## config.mk

```make
export PLATFORM = sky130hd
export DESIGN_NAME = tdla_ctrl
export DESIGN_NICKNAME = d
export VERILOG_FILES = /design/src/rtl/core/tdla_pkg.sv /design/src/rtl/core/tdla_ctrl.sv
export SDC_FILE = /design/constraint.sdc
export NUM_CORES = 1
export LEC_CHECK = 0
export BUFFER_PORTS_ARGS = -buffer_cell sky130_fd_sc_hd__buf_2
export CORE_AREA = 3 3 40 42
export CTS_BUF_LIST = sky130_fd_sc_hd__clkbuf_8
export CTS_CLUSTER_DIAMETER = 200
export DETAILED_ROUTE_END_ITERATION = 12
export DIE_AREA = 0 0 43 45
export HOLD_SLACK_MARGIN = 0.06
export PLACE_DENSITY = 0.65
export SYNTH_ARGS = -nofsm -noshare
export SYNTH_HDL_FRONTEND = slang
export SYNTH_SLANG_ARGS = --single-unit
```

## constraint.sdc

```tcl
create_clock -name clk -period 1.6 [get_ports clk]
set_input_delay 0.32 -clock clk [delete_from_list [all_inputs] [get_ports clk]]
set_output_delay 0.32 -clock clk [all_outputs]
set_load 0.01 [all_outputs]
```

## src/rtl/core/tdla_pkg.sv

```systemverilog
`default_nettype none
package tdla_pkg;

  localparam int NUM_CFG = 8;

  localparam int NUM_STATES  = 64;
  localparam int MAX_ACTIONS = 8;
  localparam int VALUE_WIDTH = 32;

  typedef enum logic [1:0] {
    FUNC_START  = 2'd0,
    FUNC_LOAD   = 2'd1,
    FUNC_SELECT = 2'd2,
    FUNC_UPDATE = 2'd3
  } func_t;

  typedef enum logic [1:0] {
    ST_OK         = 2'd0,
    ST_BAD_STATE  = 2'd1,
    ST_BAD_ACTION = 2'd2
  } status_t;

  typedef enum logic [2:0] {
    CFG_MODE       = 3'd0,
    CFG_NUM_ACT    = 3'd1,
    CFG_LR_INIT    = 3'd2,
    CFG_LR_DECAY   = 3'd3,
    CFG_EPS_INIT   = 3'd4,
    CFG_EPS_DECAY  = 3'd5,
    CFG_DISCOUNT   = 3'd6,
    CFG_WLIMIT     = 3'd7
  } cfg_idx_t;

  typedef enum logic [3:0] {
    S_IDLE,
    S_SCAN_REQ,
    S_SCAN,
    S_TGT_RD,
    S_QSA_RD,
    S_MUL_G,
    S_SUM_D,
    S_MUL_A,
    S_CLAMP,
    S_WRITE,
    S_DONE
  } fsm_state_t;

  typedef struct packed {
    logic [1:0]  func;
    logic [5:0]  state_index;
    logic [2:0]  action_index;
    logic [31:0] entry_value;
    logic [31:0] reward;
    logic [6:0]  random_draw;
    logic [2:0]  random_action;
  } in_item_t;

  typedef struct packed {
    logic [2:0]  action;
    logic [31:0] updated_value;
    logic [1:0]  status;
  } out_item_t;

  typedef struct packed {
    logic        mode;
    logic [3:0]  num_actions;
    logic [16:0] lr_init;
    logic [16:0] lr_decay;
    logic [16:0] eps_init;
    logic [16:0] eps_decay;
    logic [16:0] discount;
    logic [14:0] weight_limit;
  } cfg_t;

  // controller to datapath
  typedef struct packed {
    logic capture;
    logic do_start;
    logic do_load;
    logic do_select;
    logic scan_init;
    logic scan_step;
    logic rd_target;
    logic rd_qsa;
    logic mul_gamma;
    logic sum_delta;
    logic mul_alpha;
    logic clamp;
    logic write_back;
    logic finish;
  } dp_cmd_t;

  // datapath to controller
  typedef struct packed {
    logic scan_last;
    logic bad_state;
  } dp_stat_t;

endpackage
`default_nettype wire

```

## src/rtl/core/tdla_ctrl.sv

```systemverilog
`default_nettype none
module tdla_ctrl
  import tdla_pkg::*;
(
  input  wire logic     clk,
  input  wire logic     rst_n,
  input  wire logic     start,
  input  wire logic [1:0] func,
  input  wire logic     mode,
  input  wire dp_stat_t stat,
  output logic          busy,
  output dp_cmd_t       cmd
);

  fsm_state_t state_r, state_nxt;
  logic [1:0] func_r;

  always_ff @(posedge clk) begin
    if (!rst_n) begin
      state_r <= S_IDLE;
    end else begin
      state_r <= state_nxt;
    end
    if (start && !busy) func_r <= func;
  end

  always_comb begin
    state_nxt = state_r;
    unique case (state_r)
      S_IDLE: begin
        if (start) begin
          if (func == FUNC_START || func == FUNC_LOAD) state_nxt = S_DONE;
          else state_nxt = S_SCAN_REQ;
        end
      end
      S_SCAN_REQ: begin
        if (func_r == FUNC_UPDATE && stat.bad_state) state_nxt = S_DONE;
        else state_nxt = S_SCAN;
      end
      S_SCAN: begin
        if (stat.scan_last) begin
          if (func_r == FUNC_SELECT) state_nxt = S_DONE;
          else state_nxt = S_TGT_RD;
        end
      end
      S_TGT_RD: state_nxt = S_QSA_RD;
      S_QSA_RD: state_nxt = S_MUL_G;
      S_MUL_G:  state_nxt = S_SUM_D;
      S_SUM_D:  state_nxt = S_MUL_A;
      S_MUL_A:  state_nxt = S_CLAMP;
      S_CLAMP:  state_nxt = S_WRITE;
      S_WRITE:  state_nxt = S_DONE;
      S_DONE:   state_nxt = S_IDLE;
      default:  state_nxt = S_IDLE;
    endcase
  end

  always_comb begin
    cmd = '0;
    busy = (state_r != S_IDLE);
    unique case (state_r)
      S_IDLE: begin
        cmd.capture   = start;
        cmd.do_start  = start && (func == FUNC_START);
        cmd.do_load   = start && (func == FUNC_LOAD);
      end
      S_SCAN_REQ: cmd.scan_init = 1'b1;
      S_SCAN: begin
        cmd.scan_step = 1'b1;
        cmd.do_select = stat.scan_last && func_r == FUNC_SELECT && !mode;
      end
      S_TGT_RD: cmd.rd_target  = 1'b1;
      S_QSA_RD: cmd.rd_qsa     = 1'b1;
      S_MUL_G:  cmd.mul_gamma  = 1'b1;
      S_SUM_D:  cmd.sum_delta  = 1'b1;
      S_MUL_A:  cmd.mul_alpha  = 1'b1;
      S_CLAMP:  cmd.clamp      = 1'b1;
      S_WRITE:  cmd.write_back = 1'b1;
      S_DONE:   cmd.finish     = 1'b1;
      default: ;
    endcase
  end

endmodule
`default_nettype wire

```

==> impl_results.md, run 1 <==
- Status: finished with violations
- Failing checks: negative setup slack
- Slowest-stage cell, CP: dfxtp_4
- Detailed Place HPWL: 881.7 µm
- # port buffers: 22
- Avg WL per Cell: roughly 14 µm
- Seq/Total Area, Yosys: a little under a third
- Net count, final: 97
- Crit-path max cell delay: roughly 0.35 ns
- Syn nets: 66
- First DRT Iteration DRCs: 11
- Worst Hold Class: input pin to register
- Crit path cell chain: buf_8, nor4b_4, and2_1, buf_2
- Worst Path Max Fanout: 8
- N_diodes: 0
- Cell Area, Placed: approximately 600 µm²
- GRT Residual Overflow: 0
- Relative slew slack: roughly 84%
- Critical path buffer and inverter count: 2
- Count leader, synth: nor3_1
- Total leakage power: roughly 0.35 nW
- Crit Path Category: register to output pin
- Top cells by area, synth: dfxtp_1, edfxtp_1, nor3_1
- Total GRT Usage: between 10% and 20%
- VDD IR max: approximately 750 µV
- Total CTS buffers: 3
- Worst endpoint data arrival time: about 1.3 ns
- P&R area growth vs syn: 62.88%
- Ys flop type: dfxtp_1
- Vias: between 500 and 600
- First-pass GRT wire length: 2.063 mm
- Endpoints failing hold: 0
- CORE AREA: 1285 µm²
- CTS tree: built
- Crit share post-route: 100.5%
- Crit path launch type: register
- Post-Synthesis Cells: slightly below 60
- Sink Count: 6
- Clock Path Buffers: 2
- Setup WS post-layout: -0.008272 ns
- Commonest cells in the netlist: nor3_1, nor2_1
- Period minus WS final: 1.608 ns
- Routed vias/inst: roughly 5.3
- Final non-filler cell area: about 740 µm²
- Mapped Area: 451.7 µm²
- Least-Margin Pin Slew: approximately 0.24 ns
- Layout cells sized above 1: between 50% and 60%
- R2R Setup Slk: approximately 0.080 ns
- Clk Latency, worst-skew pair: around 0.23 ns
- Clock skew: approximately 0.0084 ns
- DRT Pass-1 Iters: 4
- DIE AREA: between 1500 and 2000 µm²
- Max Cap Viol: 0
- Row cnt: 13
- Register bit total from synthesis: 6
- Synth top area share: between 10% and 20%
- Htree depth: 1
- Final setup vio count: 1
- Count of unique library cells instantiated by Yosys: 29
- Post-route ant nets: 0
- Pin count of the biggest net entering global routing: 14
- Post-synth EDFFs: 2
- Critical path endpoint category: output pin
- CP Data Required Time: approximately 1.3 ns
- Initial antenna violation count: 0
- CTS clk-pin slew, worst paths: 0.04 ns
- Unrepaired setup endpoints after global routing: yes
- Asr flop ratio synth: 0%
- Family with the most delay on the worst path: simple AND/OR/NAND/NOR gates
- Number of global-route vias before repair: ~490
- Initial core utilization: a little over a third
- I/O pins: 23
- Mapped Avg Cell Area: slightly below 8 µm²
- Ys Warns: 0
- Final core occ: approximately 57%
- Power density over the cells: roughly 1800 nW/µm²
- FMAX: around 620 MHz
- Final slew viol count: 0
- Placer congestion estimate: between 0.8 and 0.9
- Largest area contributor in the netlist: dfxtp_1
- Die Span Y: about 45 µm
- CTS root buffer: clkbuf_8
- DRT Wirelength: 1.398 mm
- Number of remaining DRC errors: 0
- Die width: about 43 µm
-- worst paths after layout --
kind | cells after the start | end | startpoint
min | 1 | func_r[0] | func[0]
max | 4 | cmd[10] | state_r[3]
max reg2reg | 3 | state_r[3] | func_r[0]
min reg2reg | 1 | state_r[0] | state_r[0]
-- cell type report --
cell class | instances | area (µm²)
fill | 115 | 549.3
multi-input combinational | 47 | 336.6
timing repair buffer | 30 | 181.4
sequential | 6 | 150.1
clock buffer | 3 | 41.29
tap | 15 | 18.77
clock inverter | 1 | 3.754
inverter | 1 | 3.754
-- per-layer routing --
metal,vias to the layer above,routed length (µm),global-route usage (%)
met4,0,29,9.036
met1,252,596,17.72
li1,270,-,-
met2,21,684,22.46
met5,-,0,0
met3,4,87,2.390
-- through the flow --
stage | hold WS (ns) | cells | power (W) | TNS, ns | setup WS [ns]
global route | 0.3010 | 103 | 0.001374 | -0.09283 | -0.07818
global placement | 0.5243 | 95 | 0.0008574 | 0 | 0.1758
finish | 0.2962 | 103 | 0.001296 | -0.008272 | -0.008272
floorplan | 0.4189 | 58 | 0.0006701 | 0 | 0.1156
detailed placement | 0.5287 | 95 | 0.0008611 | 0 | 0.1650
CTS | 0.2959 | 98 | 0.001142 | 0 | 0.0004692
-- cell usage in the layout (no fill, tap or decap), types with 2 or more instances in the layout --
cell,instances
inv_1,2
dfxtp_4,2
buf_2,22
dfxtp_2,2
o21ai_0,2
nor2_1,5
nand3b_1,2
nand2b_1,4
nand2_1,4
edfxtp_1,2
clkbuf_8,3
buf_4,6
nor3b_1,2
nor3_1,6
nor2b_1,2
-- worst reg2reg max path, cell delays in order (launching register included) --
cell and delay (ns):
edfxtp_1 0.42, or3b_1 0.37, a2111o_1 0.42, a211oi_2 0.22
-- power breakdown --
part	switching (W)	total, W	leakage, nW	internal [W]
sequential	0.000103	0.000333	0.0538	0.000230
clock	0.0000745	0.000240	0.0269	0.000166
combinational	0.000353	0.000724	0.267	0.000371
total	0.000530	0.00130	0.347	0.000766
-- repair_timing --
item / 4_1_cts / 5_1_grt
pin swaps: 2 / 3
hold buffers: 0 / 0
gates resized for setup: 5 / 11
endpoints found under the setup margin: 3 / 11
setup buffers: 0 / 5
-- state kept, by name (all words and copies together) (netlist names) --
name and cells:
func_r 2, state_r 4
-- cells by family (layout without fill, tap and decap cells) --
group / count (synthesis) / in the layout / synth area share, %
compound gates: 8 / 8 / 14.13
xor+xnor: 1 / 1 / 1.939
buf+inv: 5 / 35 / 4.153
flops: 6 / 6 / 31.03
simple gates: 38 / 38 / 48.75
(Power assumes the default switching activity.)
==> inputs of run 2 (changes only) <==
- PLACE_DENSITY: 0.65 -> default
==> impl_results.md, run 2 (synthesized netlist as in run 1, its figures left out) <==
- Status: complete, no violations
- Net count, final: 96 (-1.0%)
- Total CTS buffers: 3 (unchanged)
- Critical path endpoint category: output pin
- Detailed Place HPWL: 906.1 µm (+2.8%)
- N_diodes: 0 (unchanged)
- Family with the most delay on the worst path: simple AND/OR/NAND/NOR gates
- Hold path depth: 1 (unchanged)
- Post-route ant nets: 0 (unchanged)
- First DRT Iteration DRCs: 0 (-11)
- Final non-filler cell area: 710.7 µm² (-3.4%)
- Worst Path Max Fanout: 4 (-4)
- Worst Setup EP: cmd[10]
- Initial antenna violation count: 0 (unchanged)
- Relative slew slack: 81.80% (-2.1 points)
- CORE AREA: 1285 µm² (unchanged)
- Unrepaired setup endpoints after global routing: yes
- P&R area growth vs syn: 57.34%
- Clock Path Buffers: 2 (unchanged)
- Cell Int Power: 0.0007390 W (-3.5%)
- Sw frac: 40.02% (-0.89 points)
- CP Launch Point: func_r[0]
- Number of flip-flops in the largest register: 4 (unchanged)
- CTS root buffer: clkbuf_8
- Slowest-stage cell, CP: edfxtp_1
- Fin Hold WS: 0.2995 ns (+0.003270 ns)
- Worst Hold Class: input pin to register
- Placer congestion estimate: 0.8663 (+7.7%)
- Avg WL per Cell: 12.53 µm (-7.7%)
- Worst endpoint data arrival time: 1.24 ns (-0.05 ns)
- Number of global-route vias before repair: 437 (-9.9%)
- Power density over the cells: 1734 nW/µm² (-1.6%)
- Max Cap Viol: 0 (unchanged)
- Crit Path Category: register to output pin
- Final slew viol count: 0 (unchanged)
- DIE AREA: 1935 µm² (unchanged)
- Total power: 0.001232 W (-4.9%)
- # port buffers: 22 (unchanged)
- CP Data Required Time: 1.28 ns (about the same)
- Htree depth: 1 (unchanged)
- Endpoints failing hold: 0 (unchanged)
- Crit path cell chain: nor4bb_1, and2_1, buf_2
- Clock skew: 0.005814 ns (-0.002551 ns)
- CTS clk-pin slew, worst paths: 0.04 ns (about the same)
- Comb power frac: 54.2% (-1.6 points)
- R2R Setup Slk: 0.12 ns (+0.04 ns)
- First-pass GRT wire length: 1.849 mm (-10%)
- Net Switching: 0.0004931 W (-7.0%)
- Critical path buffer and inverter count: 1 (-1)
- Reg2reg end: state_r[3]
- CTS tree: built
- R2r startpoint: func_r[0]
- Layout fillers: 130 (+13%)
- Critical path depth in cells: 3 (-1)
- FMAX: 639.4 MHz (+2.8%)
- Pin count of the biggest net entering global routing: 11 (-3)
- Most common cell after layout, fill and taps aside: buf_2
- GRT Residual Overflow: 0 (unchanged)
- Least-Margin Pin Slew: 0.2694 ns (+0.02779 ns)
- Clk Latency, worst-skew pair: 0.22 ns (about the same)
- Register with the most flip-flops: state_r
- Crit-path max cell delay: 0.41 ns (+0.06 ns)
- Initial core utilization: 35.15% (unchanged)
- Crit path launch type: register
- Period minus WS final: 1.564 ns (-0.04431 ns)
- Clk pwr share: 18.5% (about the same)
- Number of remaining DRC errors: 0 (unchanged)
- Sink Count: 6 (unchanged)
- Vias: 528 (-3.5%)
- Die Span Y: 45 µm (unchanged)
- Routed vias/inst: 5.176 (-2.5%)
- Pre-CTS WS: 0.1272 ns (-0.03776 ns)
- Flop pwr share: 27.3% (+1.6 points)
- Total leakage power: 0.3376 nW (-2.8%)
- I/O pins: 23 (unchanged)
- DRT Wirelength: 1.278 mm (-8.6%)
- Largest regs: state_r: 4 flops, func_r: 2 flops
- Row cnt: 13 (unchanged)
- Most frequent cells in the layout: buf_2, nor3_1, buf_4, nor2_1
- DRT Pass-1 Iters: 1 (-3)
- FF-to-FF path depth: 3 (unchanged)
- Crit share post-route: 97.75% (-2.8 points)
- Layout cells sized above 1: 48.28% (-2.9 points)
- Total GRT Usage: 13.20% (-0.91 points)
- Cell Area, Placed: 601.8 µm² (unchanged)
- Final setup vio count: 0 (-1)
- VDD IR max: 970.2 µV (+29%)
- Setup WS post-layout: 0.03604 ns (+0.04431 ns)
- Die width: 43 µm (unchanged)
-- run 2: cell types whose count changed in the layout (fill, tap and decap cells not counted), sizes merged --
cell,before,now
buf,30,29
-- run 2: timing repair --
| action | in CTS | in global routing |
|---|---|---|
| setup buffers | 0 | 3 |
| hold buffers | 0 | 0 |
| gates resized for setup | 6 | 6 |
| pin swaps | 1 | 0 |
| endpoints found under the setup margin | 3 | 7 |
-- run 2: metal layers --
| layer | track usage, % | wire length, µm | vias to the layer above |
|---|---|---|---|
| met5 | 0 | 0 | - |
| met1 | 17.52 | 562 | 239 |
| met4 | 9.036 | 34 | 0 |
| met3 | 3.586 | 70 | 4 |
| met2 | 18.56 | 610 | 14 |
| li1 | - | - | 271 |
-- run 2: through the flow --
stage / util [%] / cells / setup TNS, ns
floorplan: - / 58 / 0
detailed placement: 46.84 / 95 / 0
CTS: 51.80 / 99 / 0
global route: 55.31 / 102 / -0.03000
global placement: 46.84 / 95 / 0
finish: 55.31 / 102 / 0
-- run 2: worst min-delay path by stage --
stage,startpoint,endpoint
detailed placement,func[0],func_r[0]
CTS,func[0],func_r[0]
floorplan,func[0],func_r[0]
finish,func[0],func_r[0]
global route,func[0],func_r[0]
global placement,func[0],func_r[0]
-- run 2: final cells by class --
type                    instances  area [µm²]  share of cell area (%)
repair buffers                 29       170.2                   23.94
inverters                       1       3.754                  0.5282
flip-flops and latches          6       147.6                   20.77
clock buffers                   3       41.29                   5.810
well taps                      15       18.77                   2.641
clock inverters                 1       3.754                  0.5282
multi-input cells              47       325.3                   45.77
-- run 2: power by group through the flow --
stage	Clock (W)	Combinational (W)	Sequential (W)
detailed placement	0	0.000561	0.000305
CTS	0.000233	0.000589	0.000322
finish	0.000227	0.000668	0.000336
global placement	0	0.000556	0.000306
global route	0.000243	0.000743	0.000349
floorplan	0	0.000417	0.000254
-- run 2: worst reg2reg max path: stages, from the launching register on --
cell and delay (ns):
edfxtp_1 0.41, or3b_1 0.36, a2111o_1 0.42, a211oi_2 0.20
==> inputs of run 3 (changes only) <==
- ABC_AREA: default -> 1
==> impl_results.md, run 3 <==
- Row cnt: 13 (unchanged)
- DRT Wirelength: 1.152 mm (-9.9%)
- Placer congestion estimate: 0.7917 (-8.6%)
- Status: complete, no violations
- Die Span Y: 45 µm (unchanged)
- Avg WL per Cell: 9.366 µm (-25%)
- Ys flop type: dfxtp_1
- Post-synth EDFFs: 2 (unchanged)
- Worst Hold Class: input pin to register
- R2R Setup Slk: 0.39 ns (+0.27 ns)
- Multi-input logic area: 267.8 µm² (-18%)
- CP Data Required Time: 1.28 ns (about the same)
- DRT Pass-1 Iters: 4 (+3)
- Placed insts: 115 (+21%)
- Family with the most delay on the worst path: simple AND/OR/NAND/NOR gates
- Post-Synthesis Cells: 78 (+34%)
- Relative slew slack: 86.66% (+4.9 points)
- Synth top area share: 17.25% (-0.48 points)
- Count leader, synth: nor2_1
- Asr flop ratio synth: 0% (unchanged)
- Htree depth: 1 (unchanged)
- Initial core utilization: 36.12% (+0.97 points)
- Register with the most flip-flops: state_r
- Commonest cells in the netlist: nor2_1, nand2_1, inv_1, nand3_1
- Total leakage power: 0.3971 nW (+18%)
- Worst endpoint data arrival time: 1.19 ns (-0.05 ns)
- DIE AREA: 1935 µm² (unchanged)
- GRT Residual Overflow: 0 (unchanged)
- Crit Path Category: register to output pin
- Hold EP: func_r[0]
- Top cells by area, synth: dfxtp_1, nor2_1, edfxtp_1
- Max Cap Viol: 0 (unchanged)
- Number of flip-flops in the largest register: 4 (unchanged)
- Ys Warns: 0 (unchanged)
- Crit share post-route: 94.27% (-3.5 points)
- Cell Count, Final, Fillers Out: 123 (+21%)
- Final slew viol count: 0 (unchanged)
- P&R area growth vs syn: 46.63%
- Most frequent cells in the layout: buf_2, nand2_1, nor2_1, inv_1, nand3_1
- # port buffers: 22 (unchanged)
- VDD IR max: 1047 µV (+7.9%)
- Seq/Total Area, Yosys: 30.19% (-0.84 points)
- Syn nets: 86 (+30%)
- Setup WS post-layout: 0.09176 ns (+0.05572 ns)
- Detailed Place HPWL: 893.6 µm (-1.4%)
- CTS root buffer: clkbuf_8
- FF/Latch Area: 145.1 µm² (-1.7%)
- Most common cell after layout, fill and taps aside: buf_2
- Initial antenna violation count: 0 (unchanged)
- Crit path launch type: register
- First DRT Iteration DRCs: 20 (+20)
- Number of global-route vias before repair: 430 (-1.6%)
- Largest area contributor in the netlist: dfxtp_1
- Power density over the cells: 1879 nW/µm² (+8.4%)
- Crit path cell chain: nor2_4, nand3b_1, nor3_1, buf_2
- Total CTS buffers: 3 (unchanged)
- CORE AREA: 1285 µm² (unchanged)
- Critical path endpoint category: output pin
- Hold path depth: 1 (unchanged)
- Final setup vio count: 0 (unchanged)
- Layout cells sized above 1: 42.59% (-5.7 points)
- CTS clk-pin slew, worst paths: 0.04 ns (about the same)
- Register bit total from synthesis: 6 (unchanged)
- Endpoints failing hold: 0 (unchanged)
- Hold path startpoint: func[0]
- Mapped Avg Cell Area: 5.951 µm² (-24%)
- FF-to-FF path depth: 4 (+1)
- Clk Latency, worst-skew pair: 0.22 ns (about the same)
- Slowest-stage cell, CP: dfxtp_2
- First-pass GRT wire length: 1.704 mm (-7.8%)
- Pre-CTS WS: 0.2249 ns (+0.09765 ns)
- Routed vias/inst: 4.545 (-12%)
- Worst Path Max Fanout: 5 (+1)
- Vias: 559 (+5.9%)
- Final setup TNS: 0 ns (unchanged)
- N_diodes: 0 (unchanged)
- Number of remaining DRC errors: 0 (unchanged)
- Critical path buffer and inverter count: 1 (unchanged)
- Crit-path max cell delay: 0.36 ns (-0.05 ns)
- FMAX: 663.0 MHz (+3.7%)
- Die width: 43 µm (unchanged)
- Post-route ant nets: 0 (unchanged)
- Net count, final: 117 (+22%)
- Clock Path Buffers: 2 (unchanged)
- Mapped Area: 464.2 µm² (+2.8%)
- R2r startpoint: state_r[0]
- Pin count of the biggest net entering global routing: 8 (-3)
- Reg2reg end: func_r[1]
- Total GRT Usage: 12.21% (-0.99 points)
- Largest regs: state_r: 4 flops, func_r: 2 flops
- Count of unique library cells instantiated by Yosys: 17 (-41%)
- Least-Margin Pin Slew: 0.1983 ns (-0.07105 ns)
- Critical path depth in cells: 4 (+1)
- Clock skew: 0.008771 ns (+0.002957 ns)
- CTS tree: built
- Layout fillers: 128 (-1.5%)
- I/O pins: 23 (unchanged)
- Period minus WS final: 1.508 ns (-0.05572 ns)
- Sink Count: 6 (unchanged)
[run 3: worst reg2reg max path: cells and delay by family (launching register included)]
family / cells / cell delay [ns]
simple gates: 3 / 0.44
flops: 1 / 0.36
buf+inv: 1 / 0.13
[run 3: power breakdown]
group | internal (W) | switching, W | leakage, nW
Combinational | 0.000303 | 0.000432 | 0.317
Clock | 0.000165 | 0.0000676 | 0.0269
Sequential | 0.000226 | 0.0000858 | 0.0533
[run 3: worst max path at each step]
stage,slack (ns),from,to
2_1_floorplan,0.28,state_r[1],cmd[10]
3_3_place_gp,0.23,state_r[0],cmd[13]
3_5_place_dp,0.22,state_r[0],cmd[13]
4_1_cts,0.002,state_r[3],cmd[13]
5_1_grt,-0.02,state_r[3],cmd[13]
6_report,0.09,state_r[0],cmd[12]
[run 3: through the flow]
step	hold WS, ns	instance area [µm²]	utilization (%)	total power, W
final	0.3019	680.7	52.97	0.001279
after global routing	0.3015	680.7	52.97	0.001397
after CTS	0.2967	659.4	51.31	0.001225
after detailed placement	0.5308	593.1	46.15	0.0009266
after global placement	0.5313	593.1	46.15	0.0009272
after floorplan	0.4189	464.2	-	0.0007519
[run 3: area by class of cell]
class	instances	share of cell area, %
Tap cell	15	2.757
Clock buffer	3	6.066
Timing Repair Buffer	26	20.59
Clock inverter	1	0.5515
Sequential cell	6	21.32
Inverter	17	9.375
Multi-Input combinational cell	55	39.34
[run 3: kinds of logic after synthesis]
kind of cell | after synthesis | synth area share [%]
buffers and inverters | 17 | 13.74
flip-flops | 6 | 30.19
AO/OA/AOI/OAI | 3 | 3.772
AND/OR/NAND/NOR | 52 | 52.29
[run 3: metal layers]
metal | track usage (%) | wire, µm
met3 | 3.586 | 59
met4 | 7.229 | 8
met2 | 19.46 | 561
met1 | 14.63 | 523
met5 | 0 | 0
[run 3: timing repair]
item / 4_1_cts / 5_1_grt
buffers inserted: 2 / 2
resized for setup: 2 / 4
cloned: 0 / 0
endpoints found under the hold margin: 0 / 0
pin swaps: 1 / 2
setup endpoints to repair: 2 / 9
hold buffers: 0 / 0
